[src/rtl/bba_pkg.sv]
package bba_pkg;

	localparam int HEAP_LOG2_DEF = 16;
	localparam int LEAF_LOG2_DEF = 4;

	typedef enum logic [1:0] {
		OP_ALLOC = 2'd0,
		OP_FREE  = 2'd1,
		OP_QUERY = 2'd2,
		OP_NOP   = 2'd3
	} op_t;

	typedef enum logic [1:0] {
		ST_OK    = 2'd0,
		ST_NOFIT = 2'd1,
		ST_BIG   = 2'd2,
		ST_BAD   = 2'd3
	} status_t;

	// controller -> datapath strobes
	typedef struct packed {
		logic    load;
		logic    init_step;
		logic    set_err;
		status_t err;
		logic    scan_start;
		logic    scan_rd;
		logic    take;
		logic    scan_next;
		logic    split_rd;
		logic    split_wr;
		logic    find_start;
		logic    find_rd;
		logic    find_up;
		logic    find_done;
		logic    query_ok;
		logic    set_size;
		logic    merge_rd;
		logic    merge_step;
		logic    out_load;
	} bba_cmd_t;

	// datapath -> controller flags
	typedef struct packed {
		op_t  op;
		logic init_last;
		logic too_large;
		logic any_fit;
		logic range_bad;
		logic scan_hit;
		logic split_more;
		logic split_hit;
		logic find_top;
		logic misaligned;
		logic free_hit;
		logic merge_go;
		logic out_free;
	} bba_sts_t;

endpackage

[src/rtl/bba_ctrl.sv]
module bba_ctrl (
	input  logic              clk,
	input  logic              arst_n,
	input  logic              s_tvalid,
	output logic              s_tready,
	input  bba_pkg::bba_sts_t sts,
	output bba_pkg::bba_cmd_t cmd
);

	import bba_pkg::*;

	typedef enum logic [13:0] {
		S_INIT      = 14'b00000000000001,
		S_IDLE      = 14'b00000000000010,
		S_DECODE    = 14'b00000000000100,
		S_SCAN_RD   = 14'b00000000001000,
		S_SCAN_CHK  = 14'b00000000010000,
		S_SPLIT_RD  = 14'b00000000100000,
		S_SPLIT_WR  = 14'b00000001000000,
		S_FIND_RD   = 14'b00000010000000,
		S_FIND_CHK  = 14'b00000100000000,
		S_CHECK_RD  = 14'b00001000000000,
		S_CHECK_CHK = 14'b00010000000000,
		S_MERGE_RD  = 14'b00100000000000,
		S_MERGE_WR  = 14'b01000000000000,
		S_DONE      = 14'b10000000000000
	} state_t;

	state_t state_q, state_d;

	assign s_tready = (state_q == S_IDLE);

	always_ff @(posedge clk or negedge arst_n) begin
		if (!arst_n) begin
			state_q <= S_INIT;
		end else begin
			state_q <= state_d;
		end
	end

	always_comb begin
		state_d = state_q;
		cmd     = '0;
		cmd.err = ST_OK;
		case (state_q)
			S_INIT: begin
				cmd.init_step = 1'b1;
				if (sts.init_last) state_d = S_IDLE;
			end
			S_IDLE: begin
				if (s_tvalid) begin
					cmd.load = 1'b1;
					state_d  = S_DECODE;
				end
			end
			S_DECODE: begin
				case (sts.op)
					OP_ALLOC: begin
						if (sts.too_large) begin
							cmd.set_err = 1'b1;
							cmd.err     = ST_BIG;
							state_d     = S_DONE;
						end else if (!sts.any_fit) begin
							cmd.set_err = 1'b1;
							cmd.err     = ST_NOFIT;
							state_d     = S_DONE;
						end else begin
							cmd.scan_start = 1'b1;
							state_d        = S_SCAN_RD;
						end
					end
					OP_FREE, OP_QUERY: begin
						if (sts.range_bad) begin
							cmd.set_err = 1'b1;
							cmd.err     = ST_BAD;
							state_d     = S_DONE;
						end else begin
							cmd.find_start = 1'b1;
							state_d        = S_FIND_RD;
						end
					end
					default: state_d = S_DONE;
				endcase
			end
			S_SCAN_RD: begin
				cmd.scan_rd = 1'b1;
				state_d     = S_SCAN_CHK;
			end
			S_SCAN_CHK: begin
				if (sts.scan_hit) begin
					cmd.take = 1'b1;
					state_d  = S_SPLIT_RD;
				end else begin
					cmd.scan_next = 1'b1;
					state_d       = S_SCAN_RD;
				end
			end
			S_SPLIT_RD: begin
				if (sts.split_more) begin
					cmd.split_rd = 1'b1;
					state_d      = S_SPLIT_WR;
				end else begin
					state_d = S_DONE;
				end
			end
			S_SPLIT_WR: begin
				cmd.split_wr = 1'b1;
				state_d      = S_SPLIT_RD;
			end
			S_FIND_RD: begin
				cmd.find_rd = 1'b1;
				state_d     = S_FIND_CHK;
			end
			S_FIND_CHK: begin
				if (sts.split_hit || sts.find_top) begin
					cmd.find_done = 1'b1;
					state_d       = S_CHECK_RD;
				end else begin
					cmd.find_up = 1'b1;
					state_d     = S_FIND_RD;
				end
			end
			S_CHECK_RD: begin
				if (sts.misaligned) begin
					cmd.set_err = 1'b1;
					cmd.err     = ST_BAD;
					state_d     = S_DONE;
				end else begin
					cmd.merge_rd = 1'b1;
					state_d      = S_CHECK_CHK;
				end
			end
			S_CHECK_CHK: begin
				if (sts.free_hit) begin
					cmd.set_err = 1'b1;
					cmd.err     = ST_BAD;
					state_d     = S_DONE;
				end else if (sts.op == OP_QUERY) begin
					cmd.query_ok = 1'b1;
					cmd.set_size = 1'b1;
					state_d      = S_DONE;
				end else begin
					cmd.set_size   = 1'b1;
					cmd.merge_step = 1'b1;
					state_d        = sts.merge_go ? S_MERGE_RD : S_DONE;
				end
			end
			S_MERGE_RD: begin
				cmd.merge_rd = 1'b1;
				state_d      = S_MERGE_WR;
			end
			S_MERGE_WR: begin
				cmd.merge_step = 1'b1;
				state_d        = sts.merge_go ? S_MERGE_RD : S_DONE;
			end
			S_DONE: begin
				if (sts.out_free) begin
					cmd.out_load = 1'b1;
					state_d      = S_IDLE;
				end
			end
			default: state_d = S_INIT;
		endcase
	end

endmodule

[config.mk]
export PLATFORM = sky130hd
export DESIGN_NAME = bba_ctrl
export DESIGN_NICKNAME = d
export VERILOG_FILES = /design/src/rtl/bba_pkg.sv /design/src/rtl/bba_ctrl.sv
export SDC_FILE = /design/constraint.sdc
export NUM_CORES = 1
export LEC_CHECK = 0
export BUFFER_PORTS_ARGS = -buffer_cell sky130_fd_sc_hd__buf_2
export CAP_MARGIN = 15
export CELL_PAD_IN_SITES_DETAIL_PLACEMENT = 2
export CELL_PAD_IN_SITES_GLOBAL_PLACEMENT = 2
export CORE_ASPECT_RATIO = 0.7
export CORE_MARGIN = 1.5
export CORE_UTILIZATION = 32
export CTS_BUF_LIST = sky130_fd_sc_hd__clkbuf_4 sky130_fd_sc_hd__clkbuf_8
export DETAILED_ROUTE_END_ITERATION = 8
export GPL_ROUTABILITY_DRIVEN = 1
export PLACE_DENSITY_LB_ADDON = 0.1
export SETUP_SLACK_MARGIN = 0.05
export SYNTH_ARGS = -nofsm -noshare
export SYNTH_HDL_FRONTEND = slang
export SYNTH_SLANG_ARGS = --single-unit
export TNS_END_PERCENT = 100
[constraint.sdc]
create_clock -name clk -period 5.85 [get_ports clk]
set_clock_uncertainty 0.2 [all_clocks]
set_input_delay 0.2925 -clock clk [delete_from_list [all_inputs] [get_ports clk]]
set_output_delay 0.2925 -clock clk [all_outputs]
set_load 0.005 [all_outputs]
==> results.toml, run 1 <==
[detailed_routing]
route.detailed.vias_per_inst = 5.43
wire_per_inst_um = 17.3
drc = 0
antenna_left = 0
pre_antenna_drt_iters = 5
num_vias = 1168
detailedRoute.firstIterationViolations = 36
drt_wl_total_um = 3720

[finish]
share_of_cells_above_drive_strength_1_pct = 32.7
finalNetCount = 189
registers.top_by_ff_count = "state_q"
largest_register_ffs = 14
fill_cells = 384
largest_registers = "state_q x14"
post-route-cell-area_um2 = 1410
final-seq-area_um2 = 352
footprint_of_the_multi_input_gates_um2 = 729
n_antenna_cell = 0
final_core_utilization_pct = 43.7
synth_to_layout_area_growth_pct = 26.7

[die]
floorplan.die_area_um2 = 3850
fp-row-count = 17
start_util_pct = 34.5
die_w_um = 73.5
floorplan.die.height_um = 52.4
io-pin-count = 38
core_region_area_um2 = 3230

[synthesis]
synth.yosys.warnings = 0
syn_nets = 147
synth_enable_flop_cells = 0
cell_variety_after_synth = 49
share_of_the_synthesized_area_in_the_top_cell_type_pct = 29.2
average_cell_area_after_synthesis_um2 = 8.78
share_of_synthesized_registers_carrying_an_async_set_or_reset_pct = 100
synth_most_common_cell = "sky130_fd_sc_hd__dfrtp_1"
synth.ff_latch_count = 14
yosysTopAreaCell = "sky130_fd_sc_hd__dfrtp_1"
synth.area.top_cells = "sky130_fd_sc_hd__dfrtp_1, sky130_fd_sc_hd__nor2_1, sky130_fd_sc_hd__nor3_1, sky130_fd_sc_hd__ha_1, sky130_fd_sc_hd__nor2b_1"
mappedNetlistArea_um2 = 1110
synthFlopType = "sky130_fd_sc_hd__dfrtp_1"
synthCells = 127
synth_top_cells_by_count = "sky130_fd_sc_hd__dfrtp_1, sky130_fd_sc_hd__nor2_1, sky130_fd_sc_hd__nor3_1"
yosysSeqAreaShare_pct = 31.5

[critical_path]
ff2ff_setup_slack_ns = 3.56
critical_path.startpoint_type = "flip-flop"
cp_cell_sequence = "nor3_4, nand2_1, nand4b_1, or2_1, o21ai_0, buf_2"
critical_path.endpoint_type = "output port"
slowest_cp_cell = "sky130_fd_sc_hd__dfrtp_1"
maximum_net_fanout_on_the_critical_path = 7
worst-endpoint-arrival_ns = 2.40
required_ns = 5.36
worstSetupPathType = "reg2out"
worst_path_largest_cell_delay_ns = 0.48

[cts]
path_clk_slew_ns = 0.07
htreeDepth = 1
clock_tree.root_cell = "sky130_fd_sc_hd__clkbuf_8"
cts_inserted_buffers = 3
cts_tree = "yes"
ctsResizeCount = 0
clock_tree.buffer_depth = 2
cts_num_sinks = 14
clock_latency_ns = 0.25
postCtsSetupBuffers = 0

[flow_run]
maxCapViolCount = 0

[sta]
report.final.setup_viol = 0
fin_crit_sh_pct = 49.4
slew_headroom_pct = 65.0
final-max-slew-violation-count = 0
fin_crit_ns = 2.89
transition_time_of_the_tightest_slew_check_pin_ns = 0.520
final.setup.tns_ns = 0
timing.fmax_mhz = 346
unrepaired_setup_endpoints_after_global_routing = "false"
finalHoldViolations = 0

[grt]
grt_resource_usage_total_pct = 21.6
grt_first_pass_wirelength_um = 6150
initial_antenna_violation_count = 0
congestion_overflow_gr = 0
grt_start_max_net_pins = 15
number_of_global_route_vias_before_repair = 1205

[power_and_ir_drop]
power.density_nw_per_um2 = 260
irDropWorstVdd_v = 0.0000905
power_leakage_uw = 0.000703

[placement]
detailed_placement_wirelength_estimate_um = 3050
numPortBuffers = 37
post_dp_cell_area_um2 = 1350
gp_congestion = 0.835

[worst_hold_path]
hp-class = "in2reg"

[status]
status = "completed"
[cell families after synthesis]
group                    synth area share (%)
AO/OA/AOI/OAI                            14.6
XOR/XNOR                                 2.36
adder cells (fa/ha/maj)                  3.37
buffers and inverters                    3.03
flip-flops                               31.5
multiplexers                             1.01
AND/OR/NAND/NOR                          44.1
[cells in the final DEF (no fill, tap or decap), types with 2 or more instances in the layout]
master,count
sky130_fd_sc_hd__nor2b_1,6
sky130_fd_sc_hd__or2_2,2
sky130_fd_sc_hd__and3_1,3
sky130_fd_sc_hd__o21ai_0,6
sky130_fd_sc_hd__nor3b_1,3
sky130_fd_sc_hd__and4_1,2
sky130_fd_sc_hd__a21oi_1,4
sky130_fd_sc_hd__inv_1,6
sky130_fd_sc_hd__buf_2,37
sky130_fd_sc_hd__clkbuf_8,4
sky130_fd_sc_hd__ha_1,3
sky130_fd_sc_hd__or2_1,2
sky130_fd_sc_hd__nand3_1,4
sky130_fd_sc_hd__nand2_1,4
sky130_fd_sc_hd__and4b_1,2
sky130_fd_sc_hd__nor3_1,8
sky130_fd_sc_hd__and2_1,5
sky130_fd_sc_hd__xor2_1,2
sky130_fd_sc_hd__nand2b_1,5
sky130_fd_sc_hd__dfrtp_1,13
sky130_fd_sc_hd__a22oi_1,2
sky130_fd_sc_hd__nor4_1,3
sky130_fd_sc_hd__nor3_2,3
sky130_fd_sc_hd__nor2_1,12
[cell type report]
cell class | instances | area share (%)
multi-input cells | 106 | 51.6
flip-flops and latches | 14 | 24.9
repair buffers | 38 | 13.8
well taps | 47 | 4.16
clock buffers | 4 | 3.90
inverters | 6 | 1.59
[stage by stage]
stage	hold WS, ns	instances	worst slack (ns)	power, uW
floorplan	-0.203	127	3.75	226
global placement	0.0140	210	3.38	264
detailed placement	0.0202	210	3.29	271
CTS	0.0266	215	2.96	370
global route	0.0419	215	2.80	395
finish	0.0260	215	2.96	367
[worst paths after layout]
check                            from     endpoint  depth (start not counted)
setup / recovery           state_q[8]      cmd[15]                          6
hold / removal                 sts[3]  state_q[10]                          2
setup reg to reg           state_q[1]   state_q[1]                          5
hold reg to reg            state_q[9]  state_q[12]                          1
max in group asynchronous      arst_n   state_q[0]                          2
min in group asynchronous      arst_n   state_q[1]                          2
[where the power goes]
| group | internal (uW) | total (uW) | switching, uW | leakage, uW |
|---|---|---|---|---|
| logic | 63.1 | 141 | 77.8 | 0.000484 |
| clock network | 59.7 | 97.8 | 38.2 | 0.0000288 |
| registers | 109 | 128 | 19.5 | 0.000190 |
| total | 232 | 367 | 135 | 0.000703 |
[layer usage]
| metal | share of wire, % | GRT usage, % | routed length, um |
|---|---|---|---|
| met1 | 49 | 30.7 | 1830 |
| met2 | 46 | 34.8 | 1720 |
| met3 | 3.9 | 3.46 | 145 |
| met4 | 0.46 | 3.70 | 17 |
| met5 | 0 | 0 | 0 |
[worst max-delay path: cells and delay by family, from the launching register on]
family,cells,cell delay [ns]
buf+inv,1,0.15
flops,1,0.48
simple gates,4,1.31
compound gates,1,0.21
[timing repair]
item / in CTS / in global routing
hold buffers: 1 / 0
endpoints found under the setup margin: 0 / 0
endpoints found under the hold margin: 13 / 0
(Power assumes the default switching activity.)
==> run 2: changes to the inputs <==
Settings changed: CORE_UTILIZATION 32 to 27.
Clock period 5.85 ns to 2.6 ns, I/O delays scaled along.
==> run 2 against run 1 <==
  * Wire length grew 15%
  * Non-clock buffer count grew 12
  * Worst setup slack lost 2.8 ns
  * Core utilization shrank 4.1 points
  * Design area grew 11%
  * Critical path type unchanged
  * Total power grew 140%
  * Largest cell class unchanged
  * Sequential cell count is the same
  * Final cell count grew 7.9%
  * Sequential share of layout area shrank 2.2 points
==> results.toml, run 2 (synthesized netlist as in run 1, its figures left out) <==
[detailed_routing]
route.detailed.vias_per_inst = 5.35
num_vias = 1241
drc = 0
pre_antenna_drt_iters = 4
drt_wl_total_um = 4280
wire_per_inst_um = 18.4
antenna_left = 0
detailedRoute.firstIterationViolations = 29

[grt]
congestion_overflow_gr = 0
number_of_global_route_vias_before_repair = 1270
grt_start_max_net_pins = 15
grt_resource_usage_total_pct = 18.7
initial_antenna_violation_count = 0
grt_first_pass_wirelength_um = 6480

[sta]
timing.fmax_mhz = 409
report.final.setup_viol = 0
slew_headroom_pct = 70.8
final.setup.tns_ns = 0
fin_crit_ns = 2.45
holdWs_ns = 0.000279
finalHoldViolations = 0
unrepaired_setup_endpoints_after_global_routing = "true"
transition_time_of_the_tightest_slew_check_pin_ns = 0.435
final-max-slew-violation-count = 0
fin_crit_sh_pct = 94.0

[die]
start_util_pct = 28.2
io-pin-count = 38
floorplan.die.height_um = 56.8
floorplan.die_area_um2 = 4530
fp-row-count = 19
core_region_area_um2 = 3950
die_w_um = 79.8

[critical_path]
maximum_net_fanout_on_the_critical_path = 5
critical_path.endpoint_type = "output port"
worst-endpoint-arrival_ns = 2.12
worstSetupPathType = "reg2out"
required_ns = 2.27
critical_path.startpoint_type = "flip-flop"

[cts]
cts_inserted_buffers = 3
path_clk_slew_ns = 0.07
cts_tree = "yes"
clock_tree.buffer_depth = 2
htreeDepth = 1
clock_latency_ns = 0.25
clock_tree.root_cell = "sky130_fd_sc_hd__clkbuf_8"
cts_num_sinks = 14

[finish]
synth_to_layout_area_growth_pct = 40.2
largest_register_ffs = 14
finalNetCount = 201
most-common-layout-cells = "sky130_fd_sc_hd__buf_2, sky130_fd_sc_hd__nor2_1, sky130_fd_sc_hd__dfrtp_1"
registers.top_by_ff_count = "state_q"
share_of_cells_above_drive_strength_1_pct = 39.4
n_antenna_cell = 0
post-route-cell-area_um2 = 1560
mostFrequentLayoutCell = "sky130_fd_sc_hd__buf_2"
largest_registers = "state_q x14"

[placement]
post_dp_cell_area_um2 = 1360
detailed_placement_wirelength_estimate_um = 2980
numPortBuffers = 37
gp_congestion = 0.764

[worst_hold_path]
hp-class = "in2reg"

[flow_run]
maxCapViolCount = 0

[power_and_ir_drop]
power.density_nw_per_um2 = 561
power_leakage_uw = 0.000756
irDropWorstVdd_v = 0.000203

[status]
status = "completed"
run 2: worst max-delay path, cell delays in order, from the launching register on:
cell and delay (ns):
sky130_fd_sc_hd__dfrtp_1 0.44, sky130_fd_sc_hd__or4_4 0.59, sky130_fd_sc_hd__nor3_4 0.27, sky130_fd_sc_hd__nand2_1 0.12, sky130_fd_sc_hd__nor3_2 0.19, sky130_fd_sc_hd__and2_1 0.15
sky130_fd_sc_hd__buf_2 0.10
run 2: final timing paths:
check | start | endpoint | slack, ns | cells past startpoint
worst max-delay path | state_q[7] | cmd[4] | 0.15 | 6
min in group asynchronous | arst_n | state_q[3] | 0.13 | 2
worst min register to register | state_q[8] | state_q[12] | 0.42 | 1
max in group asynchronous | arst_n | state_q[0] | 1.76 | 2
worst min-delay path | sts[9] | state_q[3] | 0.0003 | 3
worst max register to register | state_q[1] | state_q[1] | 0.37 | 5
run 2: power by group:
part | switching [uW] | internal (uW)
Combinational | 195 | 172
Clock | 84.2 | 134
Sequential | 46.1 | 245
Total | 325 | 551
run 2: metal layers:
layer	track usage [%]	part of all wire [%]
met5	0	0
met4	2.71	1.8
met3	3.41	5.9
met2	31.5	50
met1	25.3	42
run 2: area by class of cell:
cell class / instances / area, um2
multi-input cells: 106 / 767
clock buffers: 4 / 55.1
inverters: 6 / 22.5
fillers: 475 / 2380
repair buffers: 50 / 298
well taps: 52 / 65.1
flip-flops and latches: 14 / 355
run 2: metrics by stage:
stage          utilization, %  power, uW  setup slack, ns  cells
2_1_floorplan               -        509            0.615    127
3_3_place_gp             34.5        591            0.237    216
3_5_place_dp             34.5        600            0.217    216
4_1_cts                  37.8        833           0.0343    227
5_1_grt                  39.6        932           0.0297    232
6_report                 39.6        876            0.155    232
run 2: timing repair:
| action | CTS | global route |
|---|---|---|
| endpoints found under the hold margin | 19 | 0 |
| gates resized for setup | 1 | 10 |
| pin swaps | 1 | 4 |
| hold buffers | 6 | 0 |
| endpoints found under the setup margin | 5 | 8 |
| setup buffers | 1 | 5 |
